===== config.mk =====
export PLATFORM = sky130hd
export DESIGN_NAME = ias_cell
export DESIGN_NICKNAME = d
export VERILOG_FILES = /design/src/ias_pkg.sv /design/src/ias_cell.sv
export SDC_FILE = /design/constraint.sdc
export NUM_CORES = 1
export LEC_CHECK = 0
export BUFFER_PORTS_ARGS = -buffer_cell sky130_fd_sc_hd__buf_2
export CAP_MARGIN = 20
export CORE_ASPECT_RATIO = 0.7
export CORE_MARGIN = 5
export CORE_UTILIZATION = 50
export CTS_BUF_LIST = sky130_fd_sc_hd__clkbuf_8
export DETAILED_ROUTE_END_ITERATION = 10
export GPL_ROUTABILITY_DRIVEN = 0
export PLACE_DENSITY = 0.88
export SYNTH_ARGS = -nofsm -noshare
export SYNTH_HDL_FRONTEND = slang
export SYNTH_SLANG_ARGS = --single-unit

===== constraint.sdc =====
create_clock -name clk -period 8.6 [get_ports clk]
set_input_delay 0.86 -clock clk [delete_from_list [all_inputs] [get_ports clk]]
set_output_delay 0.86 -clock clk [all_outputs]
set_load 0.1 [all_outputs]

===== src/ias_pkg.sv =====
// ----------------------------------------------------------------------------
// ias_pkg - shared types for the insertion sorter
// Holds the data width, the controller state type and the control bundle
// that the controller broadcasts to the row of cells.
// ----------------------------------------------------------------------------
package ias_pkg;

    localparam int DataW = 32;

    typedef logic signed [DataW-1:0] data_t;

    typedef enum logic [0:0] {
        ST_COLLECT,
        ST_EMIT
    } state_t;

    // control broadcast to every cell
    typedef struct packed {
        logic insert;   // place the incoming value into the sorted row
        logic shift;    // move every entry one cell toward the head
    } cell_ctrl_t;

endpackage


===== src/ias_cell.sv =====
// ----------------------------------------------------------------------------
// ias_cell - one slot of the sorted row
// Holds one value and its valid bit. On insert it keeps its value, takes the
// new value, or takes its left neighbor's value; on shift it takes its right
// neighbor's value.
// ----------------------------------------------------------------------------
module ias_cell
    import ias_pkg::*;
(
    input  logic       clk,
    input  logic       rst_n,
    input  cell_ctrl_t ctrl,
    input  data_t      new_value,
    input  logic       left_lt,
    input  data_t      left_value,
    input  logic       left_valid,
    input  data_t      right_value,
    input  logic       right_valid,
    output data_t      value_q,
    output logic       valid_q,
    output logic       lt
);

    data_t value_reg;
    data_t value_next;
    logic  valid_reg;
    logic  valid_next;

    // the new value belongs before this entry (an empty slot counts as +inf)
    assign lt = !valid_reg || (new_value < value_reg);

    always_comb
    begin
        value_next = value_reg;
        valid_next = valid_reg;
        if (ctrl.shift)
        begin
            value_next = right_value;
            valid_next = right_valid;
        end
        else if (ctrl.insert && lt)
        begin
            if (left_lt)
            begin
                // the new value lands further left: take the neighbor's entry
                value_next = left_value;
                valid_next = left_valid;
            end
            else
            begin
                value_next = new_value;
                valid_next = 1'b1;
            end
        end
    end

    always_ff @(posedge clk or negedge rst_n)
    begin
        if (!rst_n)
        begin
            valid_reg <= 1'b0;
        end
        else
        begin
            valid_reg <= valid_next;
        end
    end

    always_ff @(posedge clk)
    begin
        value_reg <= value_next;
    end

    assign value_q = value_reg;
    assign valid_q = valid_reg;

endmodule


==> impl_metrics.ini <==
[outcome]
status = completed

[global_routing]
antenna_found_initial = 0
grt.total_usage_pct = 21.0
grt_pass1_wl_microns = 10900
grt_pass1_vias = 2430
grt_max_degree = 70
overflow = 0

[logic_synthesis]
synth_seq_cells = 33
synth_area_per_cell_sq_um = 9.50
synth_nets = 397
ys.flop_type = edfxtp_1
netlist_instances = 263
synthDistinctLibCells = 33
ys_seq_area_share_pct = 39.5
synth_area_leaders = edfxtp_1 (38%), ha_1 (16%), mux2i_1 (13%), o21ai_0 (7.0%), nand2_1 (6.3%)
synth_area_sq_um = 2500
yosysTopAreaCell = edfxtp_1
yosys_warnings = 0
synth_commonest_cells = nand2_1 (42), o21ai_0 (35), edfxtp_1 (32), inv_1 (32), mux2i_1 (32)
synth-edff-count = 32
synth_top_area_share_pct = 38.5
async_reset_ff_share_pct = 3.03
synth.most_common_cell = nand2_1

[floorplan]
row_count = 21
die_area_sq_um = 6530
fp.dieW_microns = 94.5
ioPinCount = 137
die_height_microns = 69.1
initial_core_util_pct = 52.0
core_area_sq_um = 4810

[power_and_ir_drop]
swShare_pct = 50.0
power.share.clock_pct = 15.9
power_density_nw_per_um2 = 208
p_int_uw = 344
p_total_uw = 689
p_switching_uw = 344
max-vdd-ir-drop_mv = 0.119
pwr-share-seq_pct = 32.3
power_frac_comb_pct = 51.9
p_leak_nw = 1.75

[worst_hold_path]
hold_path_class = input port to asynchronous set/reset pin

[clocking]
cts.sinks = 33
cts_setup_buffers = 0
insertion_delay_ps = 280
htreeDepth = 2
ctsResizeCount = 0
path_clk_slew_ps = 60
numCtsBuffers = 5
cts_tree = done
root_buffer = clkbuf_8
hold_buffers = 0
clockBufferDepth = 2

[setup_path]
worstPathArrival_ps = 2920
cp-start-kind = input port
path_max_fanout = 3
required_ps = 7740
path_class = input port to output pin
cp-end-kind = output pin

[placement]
port_buffers = 136
dpl_cell_area_sq_um = 3230
place_hpwl_microns = 5660

[finish]
syn2layout_area_growth_pct = 32.6
register_area_sq_um = 986
multi_input_area_sq_um = 1350
post-route-util_pct = 68.9
antenna_cells = 0
fillers = 420
nNetsFinal = 530
final_area_sq_um = 3310
drive_gt1_share_pct = 36.8

[timing]
finalSetupTns_ps = 0
fmax_ghz = 0.265
fin_worst_skew_ps = 6.29
holdWs_ps = 349
tightest_slew_ps = 1010
hold_violations = 0
fin_crit_ps = 3780
finalCritPeriodShare_pct = 43.9
maxSlewViolCount = 0
slew_headroom_pct = 32.8
rsz0062_at_grt = no
setup_viol = 0

[drt]
vias = 2409
wl_per_cell_microns = 14.8
detail_route.iter0.violations = 143
wl_met3_microns = 557
drc = 0
top_layer_used = met4
wl_met1_microns = 2860
wl_met2_microns = 3320
via_per_inst = 5.17
wirelength_microns = 6900
drtPass1Iterations = 4
drtAntennaViolNets = 0

[job]
drv_cap = 0
## cells in the final DEF, fill, tap and decap left out, drive strengths merged, types with 2 or more instances in the layout
master and count:
ha 31, nand3 2, a21oi 13, nand2b 2, o21ai 36, mux2i 32, clkbuf 5, nor3 2
clkinv 3, buf 137, nand2 42, nor2 4, edfxtp 32, nand4 6, inv 32
## state kept, by name (all words and copies together) (netlist names)
| register | flops |
|---|---|
| valid_q | 1 |
| value_q | 32 |
## power by group through the flow
stage	sequential [mW]	combinational, mW	clock [mW]
2_1_floorplan	0.403	0.104	0
3_3_place_gp	0.224	0.349	0
3_5_place_dp	0.226	0.357	0
4_1_cts	0.223	0.358	0.113
5_1_grt	0.226	0.379	0.119
6_report	0.222	0.357	0.109
## per-layer routing
| metal | vias up | track usage (%) |
|---|---|---|
| met5 | - | 0 |
| met2 | 92 | 35.8 |
| met3 | 15 | 5.98 |
| met4 | 0 | 7.68 |
| li1 | 1210 | - |
| met1 | 1092 | 25.0 |
## per-stage QoR
stage          worst slack [ps]  instances
2_1_floorplan              3740        263
6_report                   4820        466
3_3_place_gp               4870        458
4_1_cts                    4840        466
3_5_place_dp               4780        458
5_1_grt                    4740        466
## critical path: stages
cell	delay (ps)
buf_2	110
ha_1	310
nand4_1	100
o311a_1	390
o41ai_2	330
a21oi_1	140
mux2_1	240
buf_2	430
## cells by family after synthesis
logic type,share of synthesized area [%]
flip-flops,39.5
AO/OA/AOI/OAI,14.0
multiplexers,13.3
adder cells (fa/ha/maj),15.5
AND/OR/NAND/NOR,11.2
buffers and inverters,6.61
## cell type report
type | instances | area share [%]
Clock buffer | 5 | 2.08
Clock inverter | 3 | 0.378
Inverter | 32 | 3.62
Multi-Input combinational cell | 187 | 40.8
Sequential cell | 33 | 29.7
Tap cell | 69 | 2.60
Timing Repair Buffer | 137 | 20.8
## path summary, 6_finish.rpt
check                                 startpoint               endpoint  slack (ps)  depth (start not counted)
min                                        rst_n    valid_q$_DFFE_PN0P_         350                          1
max                                 new_value[7]                     lt        4820                          8
max reg2reg                value_q[31]$_DFFE_PP_  value_q[29]$_DFFE_PP_        5370                          9
max in group asynchronous                  rst_n    valid_q$_DFFE_PN0P_        8160                          1
min reg2reg                  valid_q$_DFFE_PN0P_    valid_q$_DFFE_PN0P_         890                          4
min in group clk                  right_value[5]   value_q[5]$_DFFE_PP_         860                          3
(Power assumes the default switching activity.)
