$ cat src/ias_pkg.sv
// ----------------------------------------------------------------------------
// ias_pkg - shared types for the insertion sorter
// Holds the data width, the controller state type and the control bundle
// that the controller broadcasts to the row of cells.
// ----------------------------------------------------------------------------
package ias_pkg;

    localparam int DataW = 32;

    typedef logic signed [DataW-1:0] data_t;

    typedef enum logic [0:0] {
        ST_COLLECT,
        ST_EMIT
    } state_t;

    // control broadcast to every cell
    typedef struct packed {
        logic insert;   // place the incoming value into the sorted row
        logic shift;    // move every entry one cell toward the head
    } cell_ctrl_t;

endpackage

$ cat src/ias_ctrl.sv
// ----------------------------------------------------------------------------
// ias_ctrl - request handshake, element count and result stream
// Counts stored elements, flags dropped ones, and drains the row from its
// head once the final element of a set has been taken.
// ----------------------------------------------------------------------------
module ias_ctrl
    import ias_pkg::*;
#(
    parameter int DEPTH = 64
)
(
    input  logic       clk,
    input  logic       rst_n,
    input  logic       start,
    input  logic       is_last,
    input  data_t      head_value,
    output logic       busy,
    output cell_ctrl_t ctrl,
    output logic       strobe,
    output data_t      sorted_value,
    output logic       end_of_set,
    output logic       overflow
);

    localparam int CntW = $clog2(DEPTH + 1);

    state_t          state_reg;
    state_t          state_next;
    logic [CntW-1:0] count_reg;
    logic [CntW-1:0] count_next;
    logic            dropped_reg;
    logic            dropped_next;
    logic            strobe_reg;
    data_t           sorted_value_reg;
    logic            end_of_set_reg;
    logic            overflow_reg;

    logic accept;
    logic full;

    assign full   = (count_reg == CntW'(DEPTH));
    assign accept = start && !busy;

    // next state
    always_comb
    begin
        state_next = state_reg;
        case (state_reg)
            ST_COLLECT:
            begin
                if (accept && is_last)
                begin
                    state_next = ST_EMIT;
                end
            end
            ST_EMIT:
            begin
                if (count_reg == CntW'(1))
                begin
                    state_next = ST_COLLECT;
                end
            end
            default:
            begin
                state_next = ST_COLLECT;
            end
        endcase
    end

    // outputs and counters
    always_comb
    begin
        busy         = 1'b0;
        ctrl.insert  = 1'b0;
        ctrl.shift   = 1'b0;
        count_next   = count_reg;
        dropped_next = dropped_reg;
        case (state_reg)
            ST_COLLECT:
            begin
                if (accept)
                begin
                    if (full)
                    begin
                        dropped_next = 1'b1;
                    end
                    else
                    begin
                        ctrl.insert = 1'b1;
                        count_next  = count_reg + CntW'(1);
                    end
                end
            end
            ST_EMIT:
            begin
                busy       = 1'b1;
                ctrl.shift = 1'b1;
                count_next = count_reg - CntW'(1);
                // drop the overflow mark with the last result of the set
                if (count_reg == CntW'(1))
                begin
                    dropped_next = 1'b0;
                end
            end
            default:
            begin
                busy = 1'b1;
            end
        endcase
    end

    always_ff @(posedge clk or negedge rst_n)
    begin
        if (!rst_n)
        begin
            state_reg   <= ST_COLLECT;
            count_reg   <= '0;
            dropped_reg <= 1'b0;
            strobe_reg  <= 1'b0;
        end
        else
        begin
            state_reg   <= state_next;
            count_reg   <= count_next;
            dropped_reg <= dropped_next;
            strobe_reg  <= (state_reg == ST_EMIT);
        end
    end

    always_ff @(posedge clk)
    begin
        sorted_value_reg <= head_value;
        end_of_set_reg   <= (count_reg == CntW'(1));
        overflow_reg     <= dropped_reg;
    end

    assign strobe       = strobe_reg;
    assign sorted_value = sorted_value_reg;
    assign end_of_set   = end_of_set_reg;
    assign overflow     = overflow_reg;

    a_emit_nonempty: assert property (@(posedge clk) disable iff (!rst_n)
        state_reg == ST_EMIT |-> count_reg != '0)
        else $error("emitting with an empty row");

    a_count_bound: assert property (@(posedge clk) disable iff (!rst_n)
        count_reg <= CntW'(DEPTH))
        else $error("element count beyond depth");

    a_strobe_from_emit: assert property (@(posedge clk) disable iff (!rst_n)
        strobe_reg |-> $past(state_reg == ST_EMIT))
        else $error("result strobe outside a drain");

    a_last_closes_set: assert property (@(posedge clk) disable iff (!rst_n)
        state_reg == ST_EMIT && count_reg == CntW'(1) |=> state_reg == ST_COLLECT
            && count_reg == '0 && !dropped_reg)
        else $error("set not closed after final result");

endmodule

$ cat config.mk
export PLATFORM = sky130hd
export DESIGN_NAME = ias_ctrl
export DESIGN_NICKNAME = d
export VERILOG_FILES = /design/src/ias_pkg.sv /design/src/ias_ctrl.sv
export SDC_FILE = /design/constraint.sdc
export NUM_CORES = 1
export LEC_CHECK = 0
export BUFFER_PORTS_ARGS = -buffer_cell sky130_fd_sc_hd__buf_4
export CORE_MARGIN = 8
export CORE_UTILIZATION = 38
export DETAILED_ROUTE_END_ITERATION = 16
export PLACE_DENSITY = 0.74
export SLEW_MARGIN = 20
export SYNTH_ARGS = -nofsm -noshare
export SYNTH_HDL_FRONTEND = slang
export SYNTH_SLANG_ARGS = --single-unit
$ cat constraint.sdc
create_clock -name clk -period 1.6 [get_ports clk]
set_input_delay 0.08 -clock clk [delete_from_list [all_inputs] [get_ports clk]]
set_output_delay 0.08 -clock clk [all_outputs]
set_load 0.01 [all_outputs]
==> results.sh, run 1 <==
export IMPL_fin_crit_sh_pct=112
export IMPL_synth_area_sq_mm=0.00129
export IMPL_grt_pass1_vias=1266
export IMPL_totalPowerFinal_mw=3.21
export IMPL_hpwl_um=2810
export IMPL_grt_usage_pct=15.8
export IMPL_min_path_type="in -> reg"
export IMPL_grt_max_degree=16
export IMPL_diodes=0
export IMPL_die_w_um=74.3
export IMPL_relSlewSlack_pct=72.8
export IMPL_numCtsBuffers=5
export IMPL_nets=257
export IMPL_postRouteAntennaNets=0
export IMPL_critPathLaunch="count_reg[0]$_DFFE_PN0P_"
export IMPL_gr_total_overflow=0
export IMPL_ys_warn_count=0
export IMPL_ir_drop_mv=0.696
export IMPL_p_leak_nw=1.13
export IMPL_r2r_start="count_reg[4]$_DFFE_PN0P_"
export IMPL_dr_pass1_iters=4
export IMPL_cp_num_buf_inv=2
export IMPL_syn_num_nets=137
export IMPL_worst_ep_required_time_ns=1.52
export IMPL_path_cells="inv_1, ha_1, nand2_1, o21ai_2, nor2_1, buf_4"
export IMPL_initial_core_util_pct=39.0
export IMPL_grt_pass1_wl_um=6260
export IMPL_num_rows=21
export IMPL_wl_per_cell_um=17.5
export IMPL_clockRootBuffer="clkbuf_4"
export IMPL_slew_violations=0
export IMPL_slowest_delay_ns=0.47
export IMPL_htree_num_levels=2
export IMPL_status="finished, violations left"
export IMPL_critPathCaptureType="primary output"
export IMPL_viasPerCell=4.54
export IMPL_synth_cell_types=30
export IMPL_chipHeight_um=74.3
export IMPL_synth_seq_area_share_pct=72.0
export IMPL_n_fill_cell=237
export IMPL_drt_total_wl_um=4620
export IMPL_cp_slowest_cell="dfrtp_1"
export IMPL_io_pins=74
export IMPL_port_buffers=73
export IMPL_drv_cap=0
export IMPL_dieArea_sq_mm=0.00552
export IMPL_violations="negative setup slack"
export IMPL_fin_crit_ns=1.79
export IMPL_cp_top_family="flip-flops"
export IMPL_clkTransAtPathRegs_ns=0.13
export IMPL_clk_path_buf_depth=2
export IMPL_area_growth_synth_to_final_pct=84.4
export IMPL_gp_congestion=0.841
export IMPL_finalClockSkew_ns=0.0101
export IMPL_path_class="reg -> out"
export IMPL_cp_max_fo=6
export IMPL_num_vias=1198
export IMPL_fin_ws_ns=-0.185
export IMPL_cts_tree="yes"
export IMPL_avgSynthCellArea_sq_um=13.3
export IMPL_coreArea_sq_mm=0.00331
export IMPL_tns_ns=-0.453
export IMPL_antenna_found_initial=0
export IMPL_drc=0
export IMPL_synthCells=97
export IMPL_synth_seq_cells=44
export IMPL_rsz0062_at_grt="true"
export IMPL_hp_start="start"
export IMPL_critPathLaunchType="flop"
export IMPL_drive_gt1_share_pct=43.6
export IMPL_setup_viol=6
export IMPL_cts_sinks=44
export IMPL_drtIter0Drc=74
export IMPL_critPathArrivalTime_ns=1.71
export IMPL_p_per_area_mw_per_mm2=1350
export IMPL_largest_reg_flops=32
export IMPL_tightest_slew_ns=0.407
export IMPL_worstSkewPairLatency_ns=0.36
export IMPL_hold_violations=0
export IMPL_fmax_mhz=560
export IMPL_utilization_pct=72.0
worst register-to-register path: cells and delay by family (launching register included):
family	cells	cell delay, ns
flops	1	0.41
xor+xnor	1	0.14
buf+inv	2	0.27
simple gates	1	0.33
compound gates	2	0.49
final cells by class:
type                    count  area [sq um]  area share, %
repair buffers            116           956           40.1
flip-flops and latches     44           931           39.1
multi-input cells          46           339           14.2
well taps                  46          57.6           2.41
clock inverters             3          47.5           1.99
clock buffers               5          37.5           1.57
inverters                   4          15.0          0.630
layer usage:
metal  up-vias  part of all wire (%)  global-route usage [%]
li1        560                     -                       -
met1       588                    30                    12.4
met2        42                    64                    33.4
met3         8                   4.8                    4.85
met4         0                   2.0                    6.74
met5         -                     0                       0
layout by cell type, fill, tap and decap left out:
cell type / instances
o22ai_1: 1
dfxtp_1: 34
dlygate4sd3_1: 34
xnor2_1: 3
nor3_1: 2
mux2i_1: 2
or3b_1: 1
o21ai_1: 3
and2_1: 1
clkbuf_4: 5
nor2b_1: 1
nand2_1: 6
bufinv_16: 1
nand3b_1: 2
nand2b_1: 1
xor2_1: 3
nor2_1: 3
a31oi_1: 1
nand3_1: 1
nor4_2: 1
inv_1: 4
buf_4: 82
dfrtp_1: 10
ha_1: 4
or3_1: 1
o21ai_2: 1
o21ai_0: 1
a2bb2oi_1: 1
nor4_1: 1
o22ai_2: 2
clkinv_4: 2
or4_4: 1
a21oi_1: 1
nand4b_1: 1
cell usage after synthesis (all sizes together):
| cell | instances | area [sq um] |
|---|---|---|
| nor4 | 2 | 12.5 |
| ha | 4 | 50.1 |
| nor3 | 2 | 10.0 |
| xor2 | 3 | 26.3 |
| or4 | 1 | 11.3 |
| nor2b | 1 | 6.26 |
| nand2 | 6 | 22.5 |
| or3b | 1 | 8.76 |
| a31oi | 1 | 6.26 |
| xnor2 | 3 | 26.3 |
| a21oi | 1 | 5.00 |
| dfrtp | 10 | 250 |
| o22ai | 3 | 25.0 |
| mux2i | 2 | 20.0 |
| nand3 | 1 | 5.00 |
| inv | 4 | 15.0 |
| and2 | 1 | 6.26 |
| nand3b | 2 | 15.0 |
| o21ai | 5 | 25.0 |
| a2bb2oi | 1 | 8.76 |
| nor2 | 3 | 11.3 |
| buf | 3 | 23.8 |
| dfxtp | 34 | 681 |
| nand4b | 1 | 8.76 |
| nand2b | 1 | 6.26 |
| or3 | 1 | 6.26 |
cells by family (layout without fill, tap and decap cells):
logic type / Yosys count / in the layout / synth area share, %
flip-flops: 44 / 44 / 72.0
AND/OR/NAND/NOR: 23 / 23 / 10.1
AO/OA/AOI/OAI: 11 / 11 / 5.42
buffers and inverters: 7 / 128 / 3.00
XOR/XNOR: 6 / 6 / 4.07
adder cells (fa/ha/maj): 4 / 4 / 3.87
multiplexers: 2 / 2 / 1.55
path summary, 6_finish.rpt:
check | cells past startpoint | endpoint | slack (ns)
setup reg to reg | 6 | count_reg[5]$_DFFE_PN0P_ | -0.11
min in group asynchronous | 2 | count_reg[3]$_DFFE_PN0P_ | 0.06
max in group asynchronous | 2 | state_reg$_DFF_PN0_ | 1.39
hold reg to reg | 0 | overflow$_DFF_P_ | 0.42
hold / removal | 3 | state_reg$_DFF_PN0_ | 0.03
setup / recovery | 6 | ctrl[1] | -0.19
through the flow:
step / setup WS (ns) / instance area (sq um) / hold slack [ns] / std cells
after CTS: -0.148 / 2370 / 0.00605 / 263
final: -0.185 / 2380 / 0.0285 / 264
after detailed placement: 0.0513 / 1900 / -0.0831 / 216
after floorplan: 0.0532 / 1290 / -0.216 / 97
after global placement: 0.118 / 1900 / -0.0819 / 216
after global routing: -0.268 / 2380 / 0.0438 / 264
power breakdown:
group	total [mW]	switching (mW)	internal (mW)
Sequential	1.43	0.143	1.28
Combinational	1.07	0.498	0.573
Clock	0.709	0.375	0.334
Total	3.21	1.02	2.19
what timing repair did:
item                                    in CTS  in global routing
endpoints found under the setup margin       1                  6
endpoints found under the hold margin       43                  0
pin swaps                                    2                  0
hold buffers                                34                  0
gates resized for setup                      2                  1
buffers inserted                             5                  1
(Power assumes the default switching activity.)
==> run 2: changes to the inputs <==
--- a/config.mk
+++ b/config.mk
@@ -5,11 +5,13 @@
 export SDC_FILE = /design/constraint.sdc
 export NUM_CORES = 1
 export LEC_CHECK = 0
+export ABC_AREA = 1
 export BUFFER_PORTS_ARGS = -buffer_cell sky130_fd_sc_hd__buf_4
+export CAP_MARGIN = 20
 export CORE_MARGIN = 8
-export CORE_UTILIZATION = 38
+export CORE_UTILIZATION = 39
 export DETAILED_ROUTE_END_ITERATION = 16
-export PLACE_DENSITY = 0.74
+export PLACE_DENSITY = 0.73
 export SLEW_MARGIN = 20
 export SYNTH_ARGS = -nofsm -noshare
 export SYNTH_HDL_FRONTEND = slang
==> results.sh, run 2 <==
export IMPL_cts_tree="yes"
export IMPL_n_fill_cell=238
export IMPL_multi_input_area_sq_um=448
export IMPL_slowest_delay_ns=0.46
export IMPL_endpoint="ctrl[1]"
export IMPL_fin_crit_sh_pct=95.6
export IMPL_cp_slowest_cell="dfrtp_2"
export IMPL_grt_max_degree=16
export IMPL_synth_seq_cells=44
export IMPL_synth_top_area_share_pct=47.0
export IMPL_layout_commonest_cell="buf_4"
export IMPL_avgSynthCellArea_sq_um=10.1
export IMPL_postRouteAntennaNets=0
export IMPL_critPathLaunchType="flop"
export IMPL_reg2reg_depth=10
export IMPL_initial_core_util_pct=40.2
export IMPL_antenna_found_initial=0
export IMPL_slew_violations=0
export IMPL_syn_num_nets=183
export IMPL_drc=0
export IMPL_p_leak_nw=1.22
export IMPL_rsz0062_at_grt="false"
export IMPL_gr_total_overflow=0
export IMPL_relSlewSlack_pct=76.5
export IMPL_synthTopCellsByCount="nand2_1, dfxtp_1, inv_1"
export IMPL_drive_gt1_share_pct=38.5
export IMPL_fmax_mhz=654
export IMPL_gr_usage_met3_pct=11.7
export IMPL_r2r_start="count_reg[1]$_DFFE_PN0P_"
export IMPL_yosys_area_top_type="dfxtp_1"
export IMPL_p_per_area_mw_per_mm2=817
export IMPL_gp_congestion=0.825
export IMPL_critPathLaunch="count_reg[1]$_DFFE_PN0P_"
export IMPL_die_w_um=77.0
export IMPL_dpl_cell_area_sq_mm=0.00204
export IMPL_critPathCaptureType="primary output"
export IMPL_synth_area_sq_mm=0.00145
export IMPL_synth_edf_count=0
export IMPL_async_flop_share_pct=22.7
export IMPL_wl_per_cell_um=16.2
export IMPL_layout_common_cells="buf_4, nand2_1, dfxtp_1, dlygate4sd3_1, nand3_1"
export IMPL_worstSkewPairLatency_ns=0.29
export IMPL_worst_ep_required_time_ns=1.52
export IMPL_grt_pass1_vias=1513
export IMPL_path_class="reg -> out"
export IMPL_grt_usage_pct=16.8
export IMPL_ys_flop_type="dfxtp_1"
export IMPL_regArea_sq_um=933
export IMPL_cts_sinks=44
export IMPL_ir_drop_mv=0.715
export IMPL_finalClockSkew_ns=0.00554
export IMPL_path_cells="inv_4, ha_4, nand2_1, inv_2, nand3_4, nand2_4, nor2_4, buf_4"
export IMPL_fin_crit_ns=1.53
export IMPL_drtIter0Drc=65
export IMPL_drt_total_wl_um=4930
export IMPL_tns_ns=0
export IMPL_critPathArrivalTime_ns=1.45
export IMPL_clkTransAtPathRegs_ns=0.08
export IMPL_tightest_slew_ns=0.352
export IMPL_grt_pass1_wl_um=7770
export IMPL_nets=297
export IMPL_dr_pass1_iters=4
export IMPL_chipHeight_um=77.0
export IMPL_coreArea_sq_mm=0.00361
export IMPL_synth_seq_area_share_pct=64.2
export IMPL_ys_warn_count=0
export IMPL_totalPowerFinal_mw=2.04
export IMPL_dieArea_sq_mm=0.00592
export IMPL_fin_area_sq_mm=0.00250
export IMPL_synthCells=143
export IMPL_num_vias=1336
export IMPL_port_buffers=73
export IMPL_synth_cell_types=23
export IMPL_htree_num_levels=2
export IMPL_reg2reg_slack_ns=0.11
export IMPL_reg2reg_to="count_reg[4]$_DFFE_PN0P_"
export IMPL_setup_viol=0
export IMPL_met2_usage_pct=25.1
export IMPL_area_growth_synth_to_final_pct=72.3
export IMPL_status="completed"
export IMPL_met1_usage_pct=17.1
export IMPL_viasPerCell=4.38
export IMPL_clk_path_buf_depth=2
export IMPL_largest_reg_flops=32
export IMPL_cp_max_fo=6
export IMPL_synth_most_common_cell="nand2_1"
export IMPL_numCtsBuffers=5
export IMPL_clockRootBuffer="clkbuf_8"
export IMPL_drv_cap=0
export IMPL_io_pins=74
export IMPL_min_path_type="in -> reg"
export IMPL_yosys_top_cells_area="dfxtp_1, dfrtp_1, nand2_1"
export IMPL_diodes=0
export IMPL_hold_violations=0
export IMPL_num_rows=22
export IMPL_hpwl_um=2850
export IMPL_grt_busiest_layer="met2"
==> run 2: cell count changes in the layout (fill, tap and decap cells not counted), moves of 3 or more <==
cell,previous run,this run
nor2_1,3,7
nand3_1,1,12
clkbuf_8,0,5
clkbuf_4,5,0
nor2_4,0,3
nand2_1,6,37
buf_4,82,78
inv_1,4,10
o21ai_1,3,6
==> run 2: final cells by class <==
| type | instances | area share, % |
|---|---|---|
| flip-flops and latches | 44 | 37.4 |
| well taps | 48 | 2.41 |
| repair buffers | 111 | 36.7 |
| inverters | 15 | 2.46 |
| clock buffers | 6 | 2.91 |
| multi-input cells | 80 | 17.9 |
| clock inverters | 1 | 0.201 |
==> run 2: worst min-delay path by stage <==
stage	startpoint	endpoint	slack [ns]	cells past startpoint
2_1_floorplan	rst_n	count_reg[0]$_DFFE_PN0P_	-0.22	0
3_3_place_gp	rst_n	count_reg[2]$_DFFE_PN0P_	-0.08	1
3_5_place_dp	rst_n	count_reg[3]$_DFFE_PN0P_	-0.08	1
4_1_cts	is_last	state_reg$_DFF_PN0_	0.02	3
5_1_grt	is_last	state_reg$_DFF_PN0_	0.05	3
6_report	is_last	state_reg$_DFF_PN0_	0.03	3
==> run 2: logic make-up after synthesis <==
family / after synthesis / share of synthesized area [%]
AND/OR/NAND/NOR: 65 / 21.7
flip-flops: 44 / 64.2
buffers and inverters: 19 / 6.05
AO/OA/AOI/OAI: 9 / 3.37
adder cells (fa/ha/maj): 4 / 3.45
XOR/XNOR: 2 / 1.21
==> run 2: critical path: cells and delay by family (launching register included) <==
kind                     cells  cell delay (ns)
AND/OR/NAND/NOR              4             0.27
flip-flops                   1             0.46
adder cells (fa/ha/maj)      1             0.12
buffers and inverters        3             0.29
==> run 2: timing repair <==
| item | CTS | global route |
|---|---|---|
| endpoints found under the hold margin | 42 | 0 |
| gates resized for setup | 2 | 7 |
| pin swaps | 0 | 1 |
| buffers inserted | 1 | 3 |
| endpoints found under the setup margin | 1 | 1 |
| hold buffers | 33 | 0 |
==> run 2: where the power goes <==
group / switching, mW / internal (mW)
Clock: 0.349 / 0.297
Sequential: 0.0142 / 1.14
Combinational: 0.0819 / 0.157
Total: 0.445 / 1.59
==> run 2: metal layers <==
layer / wire length (um) / part of all wire (%)
met5: 0 / 0
met3: 689 / 14
met2: 2110 / 43
met4: 133 / 2.7
met1: 2000 / 41
==> run 2: metrics by stage <==
stage / utilization [%] / worst slack, ns / hold slack, ns / cells
2_1_floorplan: - / 0.278 / -0.216 / 143
3_3_place_gp: 56.5 / 0.198 / -0.0791 / 261
3_5_place_dp: 56.5 / 0.143 / -0.0790 / 261
4_1_cts: 68.0 / 0.0143 / 0.0242 / 302
5_1_grt: 69.2 / 0.000995 / 0.0453 / 305
6_report: 69.2 / 0.0702 / 0.0264 / 305
==> run 3: changes to the inputs <==
==> config.mk (replaced) <==
export PLATFORM = sky130hd
export DESIGN_NAME = ias_ctrl
export DESIGN_NICKNAME = d
export VERILOG_FILES = /design/src/ias_pkg.sv /design/src/ias_ctrl.sv
export SDC_FILE = /design/constraint.sdc
export NUM_CORES = 1
export LEC_CHECK = 0
export ABC_AREA = 1
export CAP_MARGIN = 20
export CORE_MARGIN = 8
export CORE_UTILIZATION = 50
export DETAILED_ROUTE_END_ITERATION = 16
export DONT_BUFFER_PORTS = 1
export PLACE_DENSITY = 0.68
export SYNTH_ARGS = -nofsm -noshare
export SYNTH_HDL_FRONTEND = slang
export SYNTH_SLANG_ARGS = --single-unit
==> results.sh, run 3 (synthesized netlist as in run 2, its figures left out) <==
export IMPL_grt_pass1_vias=1180
export IMPL_drv_cap=0
export IMPL_relSlewSlack_pct=70.1
export IMPL_totalPowerFinal_mw=1.97
export IMPL_fin_crit_ns=1.49
export IMPL_coreArea_sq_mm=0.00276
export IMPL_ir_drop_mv=1.35
export IMPL_hpwl_um=2410
export IMPL_p_per_area_mw_per_mm2=1020
export IMPL_stdcell_count=216
export IMPL_layout_commonest_cell="nand2_1"
export IMPL_finalClockSkew_ns=0.00135
export IMPL_hold_violations=0
export IMPL_initial_core_util_pct=52.5
export IMPL_drtIter0Drc=88
export IMPL_worst_ep_required_time_ns=1.52
export IMPL_area_growth_synth_to_final_pct=33.2
export IMPL_cts_sinks=44
export IMPL_fmax_mhz=673
export IMPL_num_rows=19
export IMPL_drive_gt1_share_pct=12.4
export IMPL_viasPerCell=5.05
export IMPL_p_clk_share_pct=35.9
export IMPL_switching_share_pct=20.0
export IMPL_chipHeight_um=69.8
export IMPL_reg2reg_depth=8
export IMPL_path_cells="inv_1, ha_1, nand2_1, inv_2, nand3_4, nand2_4, nor2_4"
export IMPL_status="completed"
export IMPL_p_int_mw=1.57
export IMPL_clkTransAtPathRegs_ns=0.12
export IMPL_critPathArrivalTime_ns=1.41
export IMPL_tns_ns=0
export IMPL_htree_num_levels=2
export IMPL_clk_path_buf_depth=2
export IMPL_fin_ws_ns=0.115
export IMPL_layout_common_cells="nand2_1, dlygate4sd3_1, dfxtp_1, inv_1, nand3_1"
export IMPL_wl_per_cell_um=17.3
export IMPL_postRouteAntennaNets=0
export IMPL_tightest_slew_ns=0.446
export IMPL_gr_total_overflow=0
export IMPL_dp_cells=171
export IMPL_min_path_type="in -> async"
export IMPL_cp_slowest_cell="dfrtp_2"
export IMPL_die_w_um=69.8
export IMPL_gp_congestion=0.844
export IMPL_dieArea_sq_mm=0.00488
export IMPL_p_seq_share_pct=60.1
export IMPL_drc=0
export IMPL_grt_usage_pct=15.9
export IMPL_cts_tree="yes"
export IMPL_whs_ns=0.104
export IMPL_critPathLaunchType="flop"
export IMPL_worstSkewPairLatency_ns=0.34
export IMPL_nets=224
export IMPL_io_pins=74
export IMPL_port_buffers=0
export IMPL_cp_max_fo=4
export IMPL_num_vias=1090
export IMPL_diodes=0
export IMPL_antenna_found_initial=0
export IMPL_dr_pass1_iters=4
export IMPL_fin_crit_sh_pct=92.8
export IMPL_setup_viol=0
export IMPL_p_leak_nw=0.877
export IMPL_critPathCaptureType="primary output"
export IMPL_grt_max_degree=16
export IMPL_power_frac_comb_pct=4.0
export IMPL_path_class="reg -> out"
export IMPL_numCtsBuffers=5
export IMPL_slowest_delay_ns=0.43
export IMPL_slew_violations=0
export IMPL_post_place_ws_ns=0.119
export IMPL_largest_reg_flops=32
export IMPL_clockRootBuffer="clkbuf_4"
export IMPL_drt_total_wl_um=3740
export IMPL_power_switching_mw=0.394
export IMPL_rsz0062_at_grt="false"
export IMPL_grt_pass1_wl_um=6060
-- run 3: cell count changes in the layout (fill, tap and decap cells not counted), moves of 2 or more --
cell           change
clkbuf_4           +5
inv_1              +2
clkbuf_8           -4
dlygate4sd3_1      +2
buf_4             -75
-- run 3: stage by stage --
step                utilization (%)  area, sq um
floorplan                         -         1450
global placement               53.2         1470
detailed placement             53.2         1470
CTS                            69.8         1920
global route                   70.0         1930
finish                         70.0         1930
-- run 3: area by class of cell --
class / instances / area [sq um]
repair buffers: 38 / 373
multi-input cells: 80 / 435
well taps: 31 / 38.8
clock buffers: 6 / 51.3
clock inverters: 2 / 38.8
fillers: 190 / 828
flip-flops and latches: 44 / 933
inverters: 15 / 58.8
-- run 3: final timing paths --
check,endpoint,slack (ns),from
worst min-delay path,state_reg$_DFF_PN0_,0.10,rst_n
min in group clk,sorted_value[16]$_DFF_P_,0.27,head_value[16]
worst min register to register,overflow$_DFF_P_,0.39,dropped_reg$_DFFE_PN0P_
max in group asynchronous,count_reg[0]$_DFFE_PN0P_,1.17,rst_n
worst max-delay path,ctrl[1],0.11,count_reg[1]$_DFFE_PN0P_
worst max register to register,count_reg[2]$_DFFE_PN0P_,0.20,count_reg[1]$_DFFE_PN0P_
-- run 3: layer usage --
layer	GRT usage [%]	routed length, um	vias up
met5	0	0	-
met4	6.70	62	0
met3	10.3	525	6
met2	27.7	1980	59
met1	14.2	1170	501
li1	-	-	524
-- run 3: repair_timing --
action | in CTS | in global routing
hold buffers | 35 | 0
resized for setup | 2 | 2
endpoints found under the hold margin | 49 | 0
setup endpoints to repair | 1 | 1
setup buffers | 2 | 0
-- run 3: worst max-delay path, delay by kind of cell, from the launching register on --
| family | cells | cell delay (ns) |
|---|---|---|
| buffers and inverters | 2 | 0.17 |
| flip-flops | 1 | 0.43 |
| AND/OR/NAND/NOR | 4 | 0.30 |
| adder cells (fa/ha/maj) | 1 | 0.16 |
-- run 3: power by group through the flow --
stage	registers, mW	logic (mW)	clock network, mW
3_5_place_dp	1.21	0.00411	0
5_1_grt	1.19	0.0850	0.776
2_1_floorplan	1.20	0.00334	0
3_3_place_gp	1.21	0.00352	0
4_1_cts	1.19	0.0760	0.716
6_report	1.18	0.0791	0.706
